`config.mk`:
```
export PLATFORM = sky130hd
export DESIGN_NAME = wildcard_byte_pattern_search_core
export DESIGN_NICKNAME = d
export VERILOG_FILES = /design/src/hdl/wbps_pkg.sv /design/src/hdl/wbps_cell.sv /design/src/hdl/wbps_out_queue.sv /design/src/hdl/wildcard_byte_pattern_search_core.sv
export SDC_FILE = /design/constraint.sdc
export NUM_CORES = 2
export LEC_CHECK = 0
export BUFFER_PORTS_ARGS = -buffer_cell sky130_fd_sc_hd__buf_2
export CAP_MARGIN = 20
export CORE_MARGIN = 8
export CORE_UTILIZATION = 42
export DETAILED_ROUTE_END_ITERATION = 10
export HOLD_SLACK_MARGIN = 0.05
export PLACE_DENSITY = 0.58
export SYNTH_ARGS = -nofsm -noshare
export SYNTH_HDL_FRONTEND = slang
export SYNTH_SLANG_ARGS = --single-unit
```
`constraint.sdc`:
```
create_clock -name aclk -period 5.35 [get_ports aclk]
set_clock_uncertainty 0.1 [all_clocks]
set_input_delay 0.2675 -clock aclk [delete_from_list [all_inputs] [get_ports aclk]]
set_output_delay 0.2675 -clock aclk [all_outputs]
set_load 0.01 [all_outputs]
```
`src/hdl/wbps_pkg.sv`:
```
// ----------------------------------------------------------------------------
// wbps_pkg
// Shared types and constants for the wildcard byte pattern search core.
// ----------------------------------------------------------------------------
`default_nettype none

package wbps_pkg;

    // pattern storage and offset widths
    localparam int MAX_PATTERN = 256;
    localparam int IDX_W       = $clog2(MAX_PATTERN);
    localparam int LEN_W       = 9;
    localparam int OFFSET_BITS = 32;
    localparam int OFFSET_W    = 32;

    // item commands
    localparam logic CMD_LOAD = 1'b0;
    localparam logic CMD_SCAN = 1'b1;

    // control broadcast to every cell of the chain
    typedef struct packed {
        logic             scan;
        logic             clear;
        logic             load;
        logic [IDX_W-1:0] load_index;
        logic [7:0]       load_byte;
        logic             load_wild;
        logic [7:0]       data_byte;
    } cell_ctrl_t;

    // one result item
    typedef struct packed {
        logic                found;
        logic [OFFSET_W-1:0] match_offset;
    } result_t;

    // result queue status seen by the control logic
    typedef struct packed {
        logic full;
        logic empty;
    } queue_status_t;

endpackage

`default_nettype wire

```
`src/hdl/wbps_cell.sv`:
```
// ----------------------------------------------------------------------------
// wbps_cell
// One pattern position: stored byte, wildcard mark and prefix match bit.
// ----------------------------------------------------------------------------
`default_nettype none

module wbps_cell
    import wbps_pkg::*;
(
    input  wire logic             aclk,
    input  wire logic             aresetn,
    input  wire cell_ctrl_t       ctrl,
    input  wire logic [IDX_W-1:0] cell_index,
    input  wire logic             prev_match,
    output logic                  match_bit,
    output logic                  match_next
);

    logic [7:0] value_reg;
    logic       wild_reg;
    logic       match_reg;
    logic       accepts;

    // pattern entry, undefined until loaded
    always_ff @(posedge aclk) begin
        if (ctrl.load && (ctrl.load_index == cell_index)) begin
            value_reg <= ctrl.load_byte;
            wild_reg  <= ctrl.load_wild;
        end
    end

    assign accepts    = wild_reg || (value_reg == ctrl.data_byte);
    assign match_next = prev_match & accepts;

    // prefix bit, shifted in from the left neighbor on each scanned byte and cleared on a region's last byte
    always_ff @(posedge aclk) begin
        if (!aresetn) begin
            match_reg <= 1'b0;
        end else if (ctrl.scan) begin
            match_reg <= ctrl.clear ? 1'b0 : match_next;
        end
    end

    assign match_bit = match_reg;

endmodule

`default_nettype wire

```
`src/hdl/wbps_out_queue.sv`:
```
// ----------------------------------------------------------------------------
// wbps_out_queue
// Two-entry result queue between the scan logic and the result channel.
// ----------------------------------------------------------------------------
`default_nettype none

module wbps_out_queue
    import wbps_pkg::*;
(
    input  wire logic    aclk,
    input  wire logic    aresetn,
    input  wire logic    push,
    input  wire result_t push_data,
    input  wire logic    pop,
    output result_t      head,
    output queue_status_t status
);

    result_t    entry_reg [2];
    logic       wr_ptr_reg, wr_ptr_next;
    logic       rd_ptr_reg, rd_ptr_next;
    logic [1:0] count_reg, count_next;

    always_comb begin
        wr_ptr_next = wr_ptr_reg ^ push;
        rd_ptr_next = rd_ptr_reg ^ pop;
        count_next  = count_reg;
        if (push && !pop) begin
            count_next = count_reg + 2'd1;
        end else if (pop && !push) begin
            count_next = count_reg - 2'd1;
        end
    end

    always_ff @(posedge aclk) begin
        if (!aresetn) begin
            wr_ptr_reg <= 1'b0;
            rd_ptr_reg <= 1'b0;
            count_reg  <= 2'd0;
        end else begin
            wr_ptr_reg <= wr_ptr_next;
            rd_ptr_reg <= rd_ptr_next;
            count_reg  <= count_next;
        end
    end

    always_ff @(posedge aclk) begin
        if (push) begin
            entry_reg[wr_ptr_reg] <= push_data;
        end
    end

    assign head         = entry_reg[rd_ptr_reg];
    assign status.full  = (count_reg == 2'd2);
    assign status.empty = (count_reg == 2'd0);

endmodule

`default_nettype wire

```
`src/hdl/wildcard_byte_pattern_search_core.sv`:
```
// ----------------------------------------------------------------------------
// wildcard_byte_pattern_search_core
// Streaming search for the first match of a byte pattern with wildcards.
// ----------------------------------------------------------------------------
// The core takes one item per clock cycle while s_ready is high, so a byte
// stream runs through it at one byte per cycle, whatever the pattern length,
// while the result channel keeps up. Each item is finished in the cycle it is
// transferred: its result, if any, is written into a two-entry result queue
// that feeds the m_ channel. The rate is set by the row of 256 cells, one per
// pattern position, which all update their prefix match bit in parallel on
// each scanned byte (shift-and). s_ready drops only when both result queue
// entries are held by a stalled result channel. Load items (command 0) write
// one pattern entry and give no result; scan items (command 1) give a found
// result with the start offset when the first full match completes, or a
// not-found result when the region's last byte arrives without a match. The
// last byte clears the scan state for the next region. Pattern entries have
// no reset value and must be loaded before they are used. The user must write
// the pattern length register via cfg_wr_en / cfg_wr_data only while the core
// is idle, not enforced by the core; 0 acts as 1, values above 256 act as 256.
// ----------------------------------------------------------------------------
`default_nettype none

module wildcard_byte_pattern_search_core
    import wbps_pkg::*;
(
    input  wire logic                aclk,
    input  wire logic                aresetn,

    // pattern length register
    input  wire logic                cfg_wr_en,
    input  wire logic [LEN_W-1:0]    cfg_wr_data,

    // item channel
    input  wire logic                s_valid,
    output logic                     s_ready,
    input  wire logic                s_command,
    input  wire logic [7:0]          s_entry_index,
    input  wire logic [7:0]          s_entry_byte,
    input  wire logic                s_entry_is_wildcard,
    input  wire logic [7:0]          s_data_byte,
    input  wire logic                s_last_byte,

    // result channel
    output logic                     m_valid,
    input  wire logic                m_ready,
    output logic                     m_found,
    output logic [OFFSET_W-1:0]      m_match_offset
);

    // ------------------------------------------------------------------
    // pattern length, held as the index of the last pattern position
    // ------------------------------------------------------------------
    logic [IDX_W-1:0] tail_idx_reg, tail_idx_next;

    always_comb begin
        tail_idx_next = tail_idx_reg;
        if (cfg_wr_en) begin
            if (cfg_wr_data == '0) begin
                tail_idx_next = '0;
            end else if (cfg_wr_data > LEN_W'(MAX_PATTERN)) begin
                tail_idx_next = IDX_W'(MAX_PATTERN - 1);
            end else begin
                tail_idx_next = IDX_W'(cfg_wr_data - LEN_W'(1));
            end
        end
    end

    // ------------------------------------------------------------------
    // item transfer and scan control
    // ------------------------------------------------------------------
    queue_status_t q_status;
    result_t       q_head;
    result_t       push_data;
    cell_ctrl_t    ctrl;
    logic          s_xfer;
    logic          scan_xfer;
    logic          push;
    logic          report;
    logic          tail_hit;

    logic [OFFSET_BITS-1:0] byte_count_reg, byte_count_next;
    logic                   reported_reg, reported_next;

    logic [MAX_PATTERN-1:0] match_bits;
    logic [MAX_PATTERN-1:0] match_next_bits;

    assign s_ready   = !q_status.full;
    assign s_xfer    = s_valid && s_ready;
    assign scan_xfer = s_xfer && (s_command == CMD_SCAN);

    // broadcast to the cell row
    assign ctrl.scan       = scan_xfer;
    assign ctrl.clear      = s_last_byte;
    assign ctrl.load       = s_xfer && (s_command == CMD_LOAD);
    assign ctrl.load_index = s_entry_index;
    assign ctrl.load_byte  = s_entry_byte;
    assign ctrl.load_wild  = s_entry_is_wildcard;
    assign ctrl.data_byte  = s_data_byte;

    // updated prefix bit at the last pattern position
    assign tail_hit = match_next_bits[tail_idx_reg];
    assign report   = !reported_reg && tail_hit;

    always_comb begin
        push                   = 1'b0;
        push_data.found        = 1'b0;
        push_data.match_offset = '0;
        reported_next          = reported_reg;
        byte_count_next        = byte_count_reg;
        if (scan_xfer) begin
            if (report) begin
                // first full match: start offset is count minus pattern length plus one
                push                   = 1'b1;
                push_data.found        = 1'b1;
                push_data.match_offset = OFFSET_W'(byte_count_reg
                                         - OFFSET_BITS'(tail_idx_reg));
            end else if (s_last_byte && !reported_reg) begin
                // region ended without a match
                push = 1'b1;
            end
            if (s_last_byte) begin
                reported_next   = 1'b0;
                byte_count_next = '0;
            end else begin
                reported_next   = reported_reg || report;
                byte_count_next = byte_count_reg + OFFSET_BITS'(1);
            end
        end
    end

    always_ff @(posedge aclk) begin
        if (!aresetn) begin
            tail_idx_reg   <= '0;
            byte_count_reg <= '0;
            reported_reg   <= 1'b0;
        end else begin
            tail_idx_reg   <= tail_idx_next;
            byte_count_reg <= byte_count_next;
            reported_reg   <= reported_next;
        end
    end

    // ------------------------------------------------------------------
    // cell row: cell 0 always sees a matched empty prefix on its left
    // ------------------------------------------------------------------
    for (genvar i = 0; i < MAX_PATTERN; i++) begin : g_cell
        logic prev_match;
        if (i == 0) begin : g_head
            assign prev_match = 1'b1;
        end else begin : g_body
            assign prev_match = match_bits[i-1];
        end

        wbps_cell u_cell (
            .aclk       (aclk),
            .aresetn    (aresetn),
            .ctrl       (ctrl),
            .cell_index (IDX_W'(i)),
            .prev_match (prev_match),
            .match_bit  (match_bits[i]),
            .match_next (match_next_bits[i])
        );
    end

    // ------------------------------------------------------------------
    // result queue
    // ------------------------------------------------------------------
    wbps_out_queue u_out_queue (
        .aclk      (aclk),
        .aresetn   (aresetn),
        .push      (push),
        .push_data (push_data),
        .pop       (m_valid && m_ready),
        .head      (q_head),
        .status    (q_status)
    );

    assign m_valid        = !q_status.empty;
    assign m_found        = q_head.found;
    assign m_match_offset = q_head.match_offset;

    // ------------------------------------------------------------------
    // assertions
    // ------------------------------------------------------------------
    // a result is never written into a full queue
    a_no_push_when_full: assert property (@(posedge aclk) disable iff (!aresetn)
        push |-> !q_status.full)
        else $error("result written into full queue");

    // the last byte of a region leaves the scan state cleared
    a_last_clears: assert property (@(posedge aclk) disable iff (!aresetn)
        (scan_xfer && s_last_byte) |=> (!reported_reg && byte_count_reg == '0))
        else $error("scan state not cleared after last byte");

    // the match flag only rises after a found result was written into the queue
    a_report_pushes: assert property (@(posedge aclk) disable iff (!aresetn)
        $rose(reported_reg) |-> $past(push && push_data.found))
        else $error("match flagged without a found result");

    // no further result is written once a match was reported
    a_single_result: assert property (@(posedge aclk) disable iff (!aresetn)
        (push && reported_reg) |-> 1'b0)
        else $error("second result in one region");

endmodule

`default_nettype wire
```
==> metrics.md <==
| Metric | Value |
|---|---|
| Count of mapped cells out of synthesis | `7787` |
| Distinct cell type count of the synthesized netlist | `78` |
| Total leakage power | `42.1 nW` |
| CP most frequent cell | `sky130_fd_sc_hd__nand4_1` |
| Worst Setup Start Kind | `register` |
| Peak per-stage delay on the critical path | `770 ps` |
| Least-Margin Pin Slew | `1210 ps` |
| Post-detailed-placement half-perimeter wirelength | `197000 um` |
| Part of the cycle the worst path needs | `0.944` |
| Total Die Area | `287000 um2` |
| Leading cell types by total area after synthesis | `sky130_fd_sc_hd__edfxtp_1, sky130_fd_sc_hd__xor2_1, sky130_fd_sc_hd__dfxtp_1` |
| Biggest fanout along the worst timing path | `11` |
| Leading register cell type out of synthesis | `sky130_fd_sc_hd__edfxtp_1` |
| Remaining DRCs | `0` |
| Final-report hold violation count | `0` |
| List of most frequent post-synthesis cells | `sky130_fd_sc_hd__edfxtp_1, sky130_fd_sc_hd__xor2_1, sky130_fd_sc_hd__nor4_1` |
| Worst-case register-to-register setup slack | `300 ps` |
| Run status | `finished, final reports clean` |
| Area growth from synthesis to final layout | `13.8%` |
| Series of cell instances along the critical path | `inv_1, nand2_1, nor2_1, o21ai_0, nand4_1, nor4_1, buf_4, a2111oi_0, nand4_1, o311ai_4, a31oi_1, ha_1, or3_1, a21boi_0` |
| HP Class | `in -> reg` |
| Router iterations before antenna repair | `6` |
| Yosys Warn Count | `0` |
| Number of nets in the layout | `8159` |
| Synthesized area per cell | `14.6 um2` |
| Max-capacitance violation count | `0` |
| Post-Layout Inst Area | `129000 um2` |
| Count of final max-slew check failures | `0` |
| Non-filler instance count after layout | `11900` |
| Critical path class | `reg -> reg` |
| Setup repair after global routing missed its margin | `false` |
| Placed cell area | `119000 um2` |
| Number of global-route vias before repair | `65300` |
| Fraction of layout cells with a size suffix above 1 | `0.105` |
| Cell taking the most area after synthesis | `sky130_fd_sc_hd__edfxtp_1` |
| CP bufs+invs | `2` |
| Via density | `5.57` |
| Initial core utilization | `0.420` |
| Area of the mapped netlist | `113000 um2` |
| Data arrival, critical path | `5720 ps` |
| Die Height | `536 um` |
| Post-route worst hold slack | `154 ps` |
| Post-synthesis sequential element count | `2671` |
| Row cnt | `191` |
| DP Cell Count | `11300` |
| Core region area | `270000 um2` |
| Gr usage total | `0.231` |
| First-pass GRT wire length | `483000 um` |
| Clock slew seen by the registers of the worst setup and hold paths | `60 ps` |
| Startpoint of the worst-slack reg-to-reg timing path | `tail_idx_reg[0]$_SDFFE_PN0P_` |
| I/O pin cnt | `76` |
| Total via count after detailed routing | `66300` |
| Pwr Total | `0.0460 W` |
| Crit path max-delay family | `simple AND/OR/NAND/NOR gates` |
| CTS HTree Levels | `5` |
| Number of cell instances on the worst register-to-register path | `14` |
| Root cell of the clock tree | `sky130_fd_sc_hd__clkbuf_16` |
| Post-synth EDFFs | `2370` |
| Hold path startpoint | `s_entry_index[1]` |
| CTS tree | `built` |
| Worst hold path stage count | `4` |
| Library cell with the highest instance count after synthesis | `sky130_fd_sc_hd__edfxtp_1` |
| Largest net degree at the start of global routing | `141` |
| First-iteration detailed-routing DRC count | `6721` |
| Clk buf depth | `4` |
| Number of nets still failing antenna checks after routing | `0` |
| Nets in the synthesized netlist | `7843` |
| Floorplan die width | `536 um` |
| Portion of synthesized cell area occupied by the leading cell type | `0.627` |
| Required time of the worst setup path | `6030 ps` |
| Hold worst-path end | `g_cell[137].u_cell.wild_reg$_DFFE_PP_` |
| Part of the Yosys area used for sequential elements | `0.680` |
| Flip-flop count of the largest register after layout | `2048` |
| Share of flip-flops with an asynchronous set or reset after synthesis | `0` |
| Overall overflow remaining after global route | `0` |
| Achievable clock frequency | `198 MHz` |
| Clock network latency to the later pin of the worst-skew pair | `850 ps` |
| Slowest cell on the critical path | `sky130_fd_sc_hd__nor2_1` |
| Number of buffers inserted during clock tree synthesis | `294` |
| Setup Buffers After CTS | `0` |
| End of the worst register-to-register path | `u_out_queue.count_reg[1]$_SDFFE_PN0P_` |
| Final Critical Period | `5050 ps` |
| Placer's final routability congestion estimate | `0.841` |
| Number of antenna violations at the first check in global routing | `21` |
| Final setup fails | `0` |
| Number of sinks on the clock net | `2671` |
| Power density over the cells | `357 nW/um2` |
| Routed wirelength normalized by instance count | `28.6 um` |
| Aggregate routed wire length | `340000 um` |
| Number of input and output port buffers inserted | `75` |
| Largest voltage drop on the vdd net | `249 uV` |
| Max transition margin | `0.193` |
| Final TNS setup | `0 ps` |
| Critical Path End Type | `register` |
layer usage:
| metal | global-route usage | share of wire | vias to the layer above |
|---|---|---|---|
| li1 | - | - | 29000 |
| met1 | 0.316 | 0.42 | 34300 |
| met2 | 0.384 | 0.48 | 2464 |
| met3 | 0.0319 | 0.068 | 538 |
| met4 | 0.0731 | 0.034 | 4 |
| met5 | 0 | 0.000076 | - |
tightest hold or removal path, delay by kind of cell:
kind / cells / cell delay (ps)
and+or+nand+nor: 3 / 510
buffers and inverters: 1 / 110
how the worst max path moves through the flow:
stage	from	to	depth (start not counted)
after floorplan	s_data_byte[4]	u_out_queue.entry_reg[1][0]$_DFFE_PP_	15
after global placement	s_data_byte[6]	u_out_queue.count_reg[1]$_SDFFE_PN0P_	15
after detailed placement	s_data_byte[3]	u_out_queue.entry_reg[0][29]$_DFFE_PP_	15
after CTS	tail_idx_reg[5]$_SDFFE_PN0P_	u_out_queue.entry_reg[0][29]$_DFFE_PP_	13
after global routing	tail_idx_reg[0]$_SDFFE_PN0P_	u_out_queue.count_reg[1]$_SDFFE_PN0P_	15
final	tail_idx_reg[0]$_SDFFE_PN0P_	u_out_queue.count_reg[1]$_SDFFE_PN0P_	14
layout make-up:
class	instances	area, um2
inverters	51	191
diodes	14	35.0
fillers	23100	141000
multi-input cells	4645	33400
flip-flops and latches	2671	77200
clock buffers	403	8220
well taps	3570	4470
clock inverters	123	1140
repair buffers	440	4350
cells in the final DEF (no fill, tap or decap), types with 29 or more instances in the layout:
| cell type | n |
|---|---|
| sky130_fd_sc_hd__nor4b_1 | 69 |
| sky130_fd_sc_hd__buf_12 | 76 |
| sky130_fd_sc_hd__dlygate4sd3_1 | 31 |
| sky130_fd_sc_hd__nand3_1 | 60 |
| sky130_fd_sc_hd__buf_4 | 256 |
| sky130_fd_sc_hd__inv_1 | 48 |
| sky130_fd_sc_hd__o22ai_1 | 31 |
| sky130_fd_sc_hd__xnor2_1 | 418 |
| sky130_fd_sc_hd__and2_1 | 31 |
| sky130_fd_sc_hd__dfxtp_1 | 298 |
| sky130_fd_sc_hd__edfxtp_1 | 2370 |
| sky130_fd_sc_hd__clkinv_1 | 42 |
| sky130_fd_sc_hd__clkbuf_1 | 74 |
| sky130_fd_sc_hd__o32ai_1 | 29 |
| sky130_fd_sc_hd__nand2_1 | 172 |
| sky130_fd_sc_hd__nor2b_1 | 293 |
| sky130_fd_sc_hd__clkbuf_16 | 303 |
| sky130_fd_sc_hd__nor2_1 | 409 |
| sky130_fd_sc_hd__nor3_1 | 50 |
| sky130_fd_sc_hd__mux2_2 | 34 |
| sky130_fd_sc_hd__buf_2 | 57 |
| sky130_fd_sc_hd__nor4_1 | 436 |
| sky130_fd_sc_hd__o21ai_0 | 86 |
| sky130_fd_sc_hd__a21oi_1 | 349 |
| sky130_fd_sc_hd__a22oi_1 | 81 |
| sky130_fd_sc_hd__a211oi_1 | 37 |
| sky130_fd_sc_hd__xor2_1 | 1693 |
| sky130_fd_sc_hd__nand4_1 | 97 |
| sky130_fd_sc_hd__clkinv_2 | 43 |
per-stage QoR:
stage	util	worst slack [ps]
detailed placement	0.442	340
global route	0.478	188
CTS	0.478	378
floorplan	-	1070
finish	0.478	302
global placement	0.442	16.6
kinds of logic (layout without fill, tap and decap cells):
group,Yosys count,count (layout),share of synthesized area
simple gates,1710,1710,0.0825
other cells,0,14,0
mux,39,39,0.00404
buf+inv,471,1017,0.0253
xor+xnor,2111,2111,0.163
compound gates,764,764,0.0424
flops,2671,2671,0.680
fa+ha+maj,21,21,0.00225
power breakdown:
part,internal (W),leakage (nW),switching (W),total (W)
logic,0.00100,13.7,0.00240,0.00340
clock network,0.0116,4.58,0.00826,0.0198
registers,0.0228,23.8,0.0000372,0.0228
what timing repair did:
| action | in CTS | in global routing |
|---|---|---|
| gates resized for setup | 0 | 0 |
| hold buffers | 31 | 0 |
| endpoints found under the hold margin | 685 | 0 |
Note: power is estimated with default switching activity, not from simulation.
